File: src/design/pss_pkg.sv
// Shared types and constants of the pattern step sequencer.
`timescale 1ns / 1ps

package pss_pkg;

  localparam int PATTERN_STEPS_DEF = 16;
  localparam int MIN_TICK          = 64;
  localparam int MAX_LEN           = 4032;
  localparam int SPT_RESET         = 6000;
  localparam int PHASE_W           = 16;
  localparam int NOTE_W            = 7;
  localparam int INST_W            = 8;
  localparam int STEP_W            = NOTE_W + INST_W;

  typedef enum logic [1:0] {
    KIND_ADVANCE = 2'd0,
    KIND_WRITE   = 2'd1,
    KIND_PLAY    = 2'd2,
    KIND_STOP    = 2'd3
  } kind_e;

  typedef struct packed {
    logic               start;
    logic [PHASE_W-1:0] num;
    logic [PHASE_W-1:0] den;
  } rem_req_t;

  typedef struct packed {
    logic               done;
    logic [PHASE_W-1:0] rem;
  } rem_rsp_t;

endpackage

File: src/design/pss_ram.sv
// Generic single-port-write RAM with registered read.
`timescale 1ns / 1ps

module pss_ram #(
  parameter int WIDTH = 8,
  parameter int DEPTH = 16,
  localparam int AW   = (DEPTH > 1) ? $clog2(DEPTH) : 1
) (
  input  logic             clk_i,
  input  logic             we_i,
  input  logic [AW-1:0]    waddr_i,
  input  logic [WIDTH-1:0] wdata_i,
  input  logic             re_i,
  input  logic [AW-1:0]    raddr_i,
  output logic [WIDTH-1:0] rdata_o
);

  logic [WIDTH-1:0] mem_q [DEPTH];
  logic [WIDTH-1:0] rdata_q;

  always_ff @(posedge clk_i) begin
    if (we_i) begin
      mem_q[waddr_i] <= wdata_i;
    end
    if (re_i) begin
      rdata_q <= mem_q[raddr_i];
    end
  end

  assign rdata_o = rdata_q;

endmodule

File: src/design/pss_rem.sv
// Bit-serial remainder unit for phase reduction, one quotient bit per cycle.
`timescale 1ns / 1ps

module pss_rem
  import pss_pkg::*;
(
  input  logic     clk_i,
  input  logic     rst_ni,
  input  rem_req_t req_i,
  output rem_rsp_t rsp_o
);

  localparam int CW = $clog2(PHASE_W);

  logic               busy_q, done_q;
  logic [CW-1:0]      cnt_q;
  logic [PHASE_W-1:0] num_q, den_q, rem_q;
  logic [PHASE_W:0]   trial;
  logic               ge;
  logic [PHASE_W-1:0] rem_d;

  always_comb begin
    trial = {rem_q, num_q[PHASE_W-1]};
    ge    = trial >= {1'b0, den_q};
    rem_d = ge ? PHASE_W'(trial - {1'b0, den_q}) : trial[PHASE_W-1:0];
  end

  always_ff @(posedge clk_i or negedge rst_ni) begin
    if (!rst_ni) begin
      busy_q <= 1'b0;
      done_q <= 1'b0;
      cnt_q  <= '0;
    end else if (req_i.start) begin
      busy_q <= 1'b1;
      done_q <= 1'b0;
      cnt_q  <= '0;
    end else if (busy_q) begin
      cnt_q <= cnt_q + 1'b1;
      if (cnt_q == CW'(PHASE_W - 1)) begin
        busy_q <= 1'b0;
        done_q <= 1'b1;
      end
    end else begin
      done_q <= 1'b0;
    end
  end

  always_ff @(posedge clk_i) begin
    if (req_i.start) begin
      num_q <= req_i.num;
      den_q <= req_i.den;
      rem_q <= '0;
    end else if (busy_q) begin
      num_q <= {num_q[PHASE_W-2:0], 1'b0};
      rem_q <= rem_d;
    end
  end

  assign rsp_o.done = done_q;
  assign rsp_o.rem  = rem_q;

endmodule

File: src/design/pattern_step_sequencer_core.sv
// Top level of the pattern step sequencer: control, step store and result register.
//
//  channel  dir  handshake                  payload
//  cfg      in   cfg_valid_i / cfg_ready_o  cfg_samples_per_tick_i
//  in       in   in_valid_i / in_ready_o    in_kind_i, in_length_i, in_step_index_i,
//                                           in_note_i, in_instrument_i
//  out      out  out_valid_o / out_ready_i  out_event_valid_o .. out_last_o
//
// Write, play, stop and an idle advance (stopped or zero length) go straight to the status beat.
// An advance while playing walks F boundaries (at most 63): a serial phase remainder
// first, then a step-store read and an emit state for each boundary, then the status beat.
// One item is in work at a time; in_ready_o is high in idle.
// Reset clears the step store at once through per-step valid bits; no clearing pass.
// A stalled output holds the sequencer at its next beat to send until the beat is taken.
`timescale 1ns / 1ps

module pattern_step_sequencer_core
  import pss_pkg::*;
#(
  parameter int PATTERN_STEPS = PATTERN_STEPS_DEF
) (
  input  logic               clk_i,
  input  logic               rst_ni,
  input  logic               cfg_valid_i,
  output logic               cfg_ready_o,
  input  logic [15:0]        cfg_samples_per_tick_i,
  input  logic               in_valid_i,
  output logic               in_ready_o,
  input  logic [1:0]         in_kind_i,
  input  logic [11:0]        in_length_i,
  input  logic [3:0]         in_step_index_i,
  input  logic [NOTE_W-1:0]  in_note_i,
  input  logic [INST_W-1:0]  in_instrument_i,
  output logic               out_valid_o,
  input  logic               out_ready_i,
  output logic               out_event_valid_o,
  output logic [11:0]        out_hold_offset_o,
  output logic [NOTE_W-1:0]  out_event_note_o,
  output logic [INST_W-1:0]  out_event_instrument_o,
  output logic [3:0]         out_position_o,
  output logic               out_playing_o,
  output logic               out_last_o
);

  localparam int PW   = $clog2(PATTERN_STEPS);
  localparam int PCW  = PW + 1;
  localparam int CMPW = PW + 5;

  typedef enum logic [4:0] {
    S_IDLE   = 5'b00001,
    S_MOD    = 5'b00010,
    S_NEXT   = 5'b00100,
    S_EMIT   = 5'b01000,
    S_STATUS = 5'b10000
  } state_e;

  state_e              state_q, state_d;
  logic [PW-1:0]       pos_q, pos_d;
  logic [PHASE_W-1:0]  phase_q, phase_d;
  logic                play_q, play_d;
  logic [15:0]         spt_q;
  logic [PHASE_W-1:0]  spt_eff_q, spt_eff_d, spt_eff;
  logic [11:0]         len_q, len_d, len_clamp;
  logic [PHASE_W:0]    hold_q, hold_d, phase_end;
  logic [11:0]         off_q, off_d;
  logic                zfire_q, zfire_d;

  logic                out_valid_q, ev_q, oplay_q, last_q;
  logic [11:0]         ooff_q;
  logic [NOTE_W-1:0]   onote_q;
  logic [INST_W-1:0]   oinst_q;
  logic [3:0]          opos_q;
  logic                out_free, ld_event, ld_status;

  logic [PATTERN_STEPS-1:0] vld_q;
  logic                vld_rd_q;
  logic                ram_we, ram_re;
  logic [PW-1:0]       waddr;
  logic [STEP_W-1:0]   rdata;
  logic [NOTE_W-1:0]   rd_note;
  logic [INST_W-1:0]   rd_inst;
  logic                in_range;
  logic [3:0]          play_r;
  logic [PCW-1:0]      pos_inc;
  logic [PW-1:0]       pos_wrap;
  logic                in_fire;
  rem_req_t            rem_req;
  rem_rsp_t            rem_rsp;

  assign cfg_ready_o = 1'b1;
  assign in_ready_o  = (state_q == S_IDLE);
  assign in_fire     = in_valid_i && in_ready_o;
  assign out_free    = !out_valid_q || out_ready_i;

  assign spt_eff   = (spt_q < 16'(MIN_TICK)) ? 16'(MIN_TICK) : spt_q;
  assign len_clamp = (in_length_i > 12'(MAX_LEN)) ? 12'(MAX_LEN) : in_length_i;
  assign in_range  = CMPW'(in_step_index_i) < CMPW'(PATTERN_STEPS);
  assign waddr     = PW'(in_step_index_i);
  assign pos_inc   = {1'b0, pos_q} + 1'b1;
  assign pos_wrap  = (pos_inc == PCW'(PATTERN_STEPS)) ? '0 : pos_inc[PW-1:0];
  assign phase_end = {5'b0, len_q} + {1'b0, spt_eff_q} - hold_q;
  assign rd_note   = vld_rd_q ? rdata[STEP_W-1:INST_W] : '0;
  assign rd_inst   = vld_rd_q ? rdata[INST_W-1:0] : '0;

  // Start position modulo the pattern length by repeated subtraction.
  always_comb begin
    play_r = in_step_index_i;
    for (int i = 0; i < 8; i++) begin
      if (CMPW'(play_r) >= CMPW'(PATTERN_STEPS)) begin
        play_r = 4'(CMPW'(play_r) - CMPW'(PATTERN_STEPS));
      end
    end
  end

  always_comb begin
    state_d     = state_q;
    pos_d       = pos_q;
    phase_d     = phase_q;
    play_d      = play_q;
    spt_eff_d   = spt_eff_q;
    len_d       = len_q;
    hold_d      = hold_q;
    off_d       = off_q;
    zfire_d     = zfire_q;
    ram_we      = 1'b0;
    ram_re      = 1'b0;
    ld_event    = 1'b0;
    ld_status   = 1'b0;
    rem_req     = '{start: 1'b0, num: phase_q, den: spt_eff};
    unique case (state_q)
      S_IDLE: begin
        if (in_fire) begin
          state_d = S_STATUS;
          unique case (kind_e'(in_kind_i))
            KIND_ADVANCE: begin
              if (play_q && (in_length_i != '0)) begin
                rem_req.start = 1'b1;
                spt_eff_d     = spt_eff;
                len_d         = len_clamp;
                state_d       = S_MOD;
              end
            end
            KIND_WRITE: ram_we = in_range;
            KIND_PLAY: begin
              pos_d  = PW'(play_r);
              play_d = 1'b1;
            end
            KIND_STOP: play_d = 1'b0;
            default: ;
          endcase
        end
      end
      S_MOD: begin
        if (rem_rsp.done) begin
          phase_d = rem_rsp.rem;
          zfire_d = (rem_rsp.rem == '0);
          hold_d  = {1'b0, spt_eff_q} - {1'b0, rem_rsp.rem};
          state_d = S_NEXT;
        end
      end
      S_NEXT: begin
        if (zfire_q) begin
          zfire_d = 1'b0;
          off_d   = '0;
          ram_re  = 1'b1;
          state_d = S_EMIT;
        end else if (hold_q < {5'b0, len_q}) begin
          off_d   = hold_q[11:0];
          hold_d  = hold_q + {1'b0, spt_eff_q};
          ram_re  = 1'b1;
          state_d = S_EMIT;
        end else begin
          // A boundary exactly at the block end leaves the phase at zero.
          phase_d = (hold_q == {5'b0, len_q}) ? '0 : phase_end[PHASE_W-1:0];
          state_d = S_STATUS;
        end
      end
      S_EMIT: begin
        if ((rd_note == '0) || out_free) begin
          ld_event = (rd_note != '0);
          pos_d    = pos_wrap;
          state_d  = S_NEXT;
        end
      end
      S_STATUS: begin
        if (out_free) begin
          ld_status = 1'b1;
          state_d   = S_IDLE;
        end
      end
      default: state_d = S_IDLE;
    endcase
  end

  always_ff @(posedge clk_i or negedge rst_ni) begin
    if (!rst_ni) begin
      state_q     <= S_IDLE;
      pos_q       <= '0;
      phase_q     <= '0;
      play_q      <= 1'b0;
      spt_q       <= 16'(SPT_RESET);
      zfire_q     <= 1'b0;
      vld_q       <= '0;
      out_valid_q <= 1'b0;
    end else begin
      state_q <= state_d;
      pos_q   <= pos_d;
      phase_q <= phase_d;
      play_q  <= play_d;
      zfire_q <= zfire_d;
      if (cfg_valid_i && cfg_ready_o) begin
        spt_q <= cfg_samples_per_tick_i;
      end
      if (ram_we) begin
        vld_q[waddr] <= 1'b1;
      end
      if (ld_event || ld_status) begin
        out_valid_q <= 1'b1;
      end else if (out_ready_i) begin
        out_valid_q <= 1'b0;
      end
    end
  end

  always_ff @(posedge clk_i) begin
    spt_eff_q <= spt_eff_d;
    len_q     <= len_d;
    hold_q    <= hold_d;
    off_q     <= off_d;
    if (ram_re) begin
      vld_rd_q <= vld_q[pos_q];
    end
    if (ld_event) begin
      ev_q    <= 1'b1;
      ooff_q  <= off_q;
      onote_q <= rd_note;
      oinst_q <= rd_inst;
      opos_q  <= 4'(pos_q);
      oplay_q <= 1'b1;
      last_q  <= 1'b0;
    end else if (ld_status) begin
      ev_q    <= 1'b0;
      ooff_q  <= '0;
      onote_q <= '0;
      oinst_q <= '0;
      opos_q  <= 4'(pos_q);
      oplay_q <= play_q;
      last_q  <= 1'b1;
    end
  end

  pss_ram #(
    .WIDTH (STEP_W),
    .DEPTH (PATTERN_STEPS)
  ) u_step_ram (
    .clk_i   (clk_i),
    .we_i    (ram_we),
    .waddr_i (waddr),
    .wdata_i ({in_note_i, in_instrument_i}),
    .re_i    (ram_re),
    .raddr_i (pos_q),
    .rdata_o (rdata)
  );

  pss_rem u_rem (
    .clk_i  (clk_i),
    .rst_ni (rst_ni),
    .req_i  (rem_req),
    .rsp_o  (rem_rsp)
  );

  assign out_valid_o            = out_valid_q;
  assign out_event_valid_o      = ev_q;
  assign out_hold_offset_o      = ooff_q;
  assign out_event_note_o       = onote_q;
  assign out_event_instrument_o = oinst_q;
  assign out_position_o         = opos_q;
  assign out_playing_o          = oplay_q;
  assign out_last_o             = last_q;

endmodule

File: config.mk
export PLATFORM = sky130hd
export DESIGN_NAME = pattern_step_sequencer_core
export DESIGN_NICKNAME = d
export VERILOG_FILES = /design/src/design/pss_pkg.sv /design/src/design/pss_ram.sv /design/src/design/pss_rem.sv /design/src/design/pattern_step_sequencer_core.sv
export SDC_FILE = /design/constraint.sdc
export NUM_CORES = 1
export LEC_CHECK = 0
export ABC_AREA = 1
export BUFFER_PORTS_ARGS = -buffer_cell sky130_fd_sc_hd__buf_2
export CORE_MARGIN = 1.5
export CORE_UTILIZATION = 60
export CTS_BUF_LIST = sky130_fd_sc_hd__clkbuf_16
export CTS_CLUSTER_DIAMETER = 100
export DETAILED_ROUTE_END_ITERATION = 7
export GPL_ROUTABILITY_DRIVEN = 1
export GPL_TIMING_DRIVEN = 1
export PLACE_DENSITY = 0.87
export SYNTH_ARGS = -nofsm -noshare
export SYNTH_HDL_FRONTEND = slang
export SYNTH_HIERARCHICAL = 1
export SYNTH_SLANG_ARGS = --single-unit
File: constraint.sdc
create_clock -name clk_i -period 4 [get_ports clk_i]
set_input_delay 0.8 -clock clk_i [delete_from_list [all_inputs] [get_ports clk_i]]
set_output_delay 0.8 -clock clk_i [all_outputs]
set_load 0.01 [all_outputs]
==> reports/qor.csv <==
stage;metric;value;unit
grt;grtUsageTotal;31.0;%
sta;fin_ws;0.499;ns
synth;seq_area_frac_synth;57.5;%
sta;maxSlewViolCount;0;
run_status;outcome;finished, final reports clean;
placement;place.gp.congestion;0.959;
clocking;cts.clk_slew.worst_paths;0.06;ns
detailed_routing;drc;0;
synth;synth_area;23200;um^2
synth;synth_fp_nets;2673;
clocking;numCtsBuffers;47;
detailed_routing;routed_via_density;5.68;
clocking;cts_resized;0;
synth;avgSynthCellArea;9.13;um^2
sta;fin_crit_sh;87.5;%
die;die_h;200;um
grt;grt_overflow;0;
detailed_routing;routedWlPerCell;19.2;um
detailed_routing;drt_wl_total;60900;um
synth;synth_mux_area_share;0.480;%
cells_and_area;nFillCells;2785;
synth;synthAdderAreaFrac;4.77;%
pwr;power_density;627;nW/um^2
pwr;peakVddDrop;0.451;mV
clocking;clock_latency;0.60;ns
sta;hold_viol_final;0;
sta;tns;0;ns
worst_setup_path;cp.arrival;3.83;ns
synth;yosys_warnings;6;
clocking;numClockSinks;461;
worst_hold_path;worstHoldPathType;input port to async pin;
detailed_routing;vias;18000;
synth;synth_edf_count;376;
grt;grt_pass1_vias;17600;
synth;synth_xor_area_share;1.10;%
pwr;finalPower;0.0161;W
worst_setup_path;critPathMaxFanout;19;
placement;dpl_worst_slack;0.609;ns
sta;setup_viol;0;
synth;synth.most_common_cell;nand2_1;
synth;yosys.cell_types.count;55;
die;die_w;200;um
die;floorplan.initialDensity;61.3;%
synth;synth.largest_area_cell;edfxtp_1;
clocking;cts_buffer_depth;3;
pwr;p_leak;12.0;nW
die;core_area;37800;um^2
synth;synthFlopType;edfxtp_1;
clocking;htree_levels;2;
sta;max-slew-margin-rel;30.2;%
detailed_routing;drt_iter0_markers;1988;
grt;grt_max_degree;89;
synth;ys_seq_elements;461;
cells_and_area;syn_to_final_growth;10.5;%
synth;ys_top_cells_by_count;743 x nand2_1, 456 x inv_1, 376 x edfxtp_1, 272 x nand3_1, 143 x nor2_1;
grt;antenna_found_initial;5;
sta;max_clock_freq;0.286;GHz
die;row_count;71;
synth;synthCells;2539;
detailed_routing;ant_nets;0;
synth;yosysTopAreaCellShare;48.7;%
sta;tightest_slew;1.05;ns
worst_setup_path;cp-start-kind;flip-flop;
worst_setup_path;worst_ep_required_time;4.33;ns
cells_and_area;design_area;25600;um^2
placement;placed_area;24100;um^2
cells_and_area;utilization;67.7;%
synth;synthArstFlopShare;14.3;%
worst_setup_path;path_class;flip-flop to flip-flop;
synth;synth_top_family_by_area;simple AND/OR/NAND/NOR gates;
clocking;post_cts_buffers;0;
die;io-pin-count;91;
die;fp.dieArea;39800;um^2
sta;rsz0062_at_grt;no;
detailed_routing;dr.pass1.iters;6;
placement;dp_hpwl;41700;um
clocking;cts_tree;done;
sta;min_period;3.50;ns
placement;numPortBuffers;89;
job;maxCapViolations;0;
cells_and_area;fin_nets;2757;
synth;synthSimpleGateAreaFrac;23.1;%
sta;clock_skew;0.0320;ns
clocking;root_buffer;clkbuf_16;
cells_and_area;n_antenna_cell;0;
synth;synth_compound_area_share;3.68;%
cells_and_area;drive_gt1_share;9.58;%
grt;grt_first_pass_wirelength;93400;um
worst_setup_path;cp-end-kind;flip-flop;
synth;yosys-top-cells-area;edfxtp_1 49%, nand2_1 12%, inv_1 7.4%;
clocking;postCtsHoldBufs;0;
==> area by class of cell <==
cell class	count	area, um^2	share of cell area, %
flip-flops and latches	461	13300	52.1
multi-input cells	1523	7680	30.0
inverters	464	1750	6.81
clock buffers	49	1230	4.79
repair buffers	126	736	2.87
well taps	511	639	2.50
clock inverters	38	254	0.991
==> final timing paths <==
check	to	depth (start not counted)	from	slack, ns
max	hold_q[10]$_DFFE_PP_	12	state_q[1]$_DFFE_PN0P_	0.50
min	state_q[2]$_DFFE_PN0P_	1	rst_ni	0.34
max reg2reg	hold_q[10]$_DFFE_PP_	12	state_q[1]$_DFFE_PN0P_	0.50
min reg2reg	out_event_valid_o$_SDFFE_PP1P_	2	out_event_valid_o$_SDFFE_PP1P_	0.45
max in group asynchronous	spt_q[8]$_DFFE_PN1P_	2	rst_ni	2.78
min in group clk_i	spt_q[1]$_DFFE_PN0P_	3	cfg_samples_per_tick_i[1]	0.43
==> placed cells by master, fill, tap and decap left out, types with 4 or more instances in the layout <==
cell type    n
nand2_1    743
inv_1      468
edfxtp_1   376
nand3_1    272
nor2_1     141
buf_2       89
o21ai_0     69
ha_1        66
dfrtp_1     56
a21oi_1     50
clkbuf_16   49
buf_4       36
dfxtp_1     19
xor2_1      18
nor3_1      16
nand3b_1    15
fa_1        14
nand4_1     12
clkinv_1    12
xnor2_1     11
nand3_2      9
mux2_2       9
clkinv_2     9
nor2_2       8
o21bai_1     8
dfstp_2      8
inv_2        6
nor4_1       6
or2_2        6
nand2_2      6
o22ai_1      5
o21ai_1      4
o31ai_1      4
==> where the power goes <==
group,internal (W),total (W),switching (W)
Clock,0.00235,0.00418,0.00183
Combinational,0.00179,0.00565,0.00386
Sequential,0.00581,0.00622,0.000409
==> worst max-delay path, stage by stage (launching register included) <==
cell      delay (ns)
dfrtp_1         0.40
nor2_2          0.18
nand4_2         0.45
buf_4           0.35
o21ai_0         0.30
inv_1           0.12
fa_1            0.46
o21ai_1         0.31
a21boi_0        0.21
o21ai_1         0.23
nand2_1         0.10
nand3_1         0.08
nand2_1         0.05
==> routing by layer <==
layer,track usage [%],vias to the layer above,routed length (um)
li1,-,8300,-
met1,42.2,8466,24100
met2,49.1,1070,28100
met3,6.35,174,6490
met4,12.3,6,2120
met5,0,-,34
==> stage by stage <==
stage / cells / hold WS [ns]
4_1_cts: 3172 / 0.355
2_1_floorplan: 2539 / 0.427
3_3_place_gp: 3085 / 0.436
3_5_place_dp: 3085 / 0.436
5_1_grt: 3172 / 0.382
6_report: 3172 / 0.340
==> registers in the layout, indices dropped and copies added, names as in the netlist, 4 cells and up <==
name,flops
vld_q,16
u_rem/den_q,16
pos_q,4
off_q,12
state_q,5
phase_q,16
u_rem/num_q,16
spt_q,16
out_event_note_o,7
u_step_ram/rdata_o,15
hold_q,17
out_event_instrument_o,8
len_q,12
out_hold_offset_o,12
u_step_ram/mem_q,240
out_position_o,4
u_rem/rem_q,16
u_rem/cnt_q,4
spt_eff_q,16
==> logic make-up after synthesis <==
family / Yosys count
and+or+nand+nor: 1248
buffers and inverters: 555
DFF: 461
AOI/OAI and AO/OA: 155
adders and majority gates: 80
xor gates and xnor gates: 29
muxes: 10
other: 1
No activity file was read; power rests on OpenSTA's default activity.
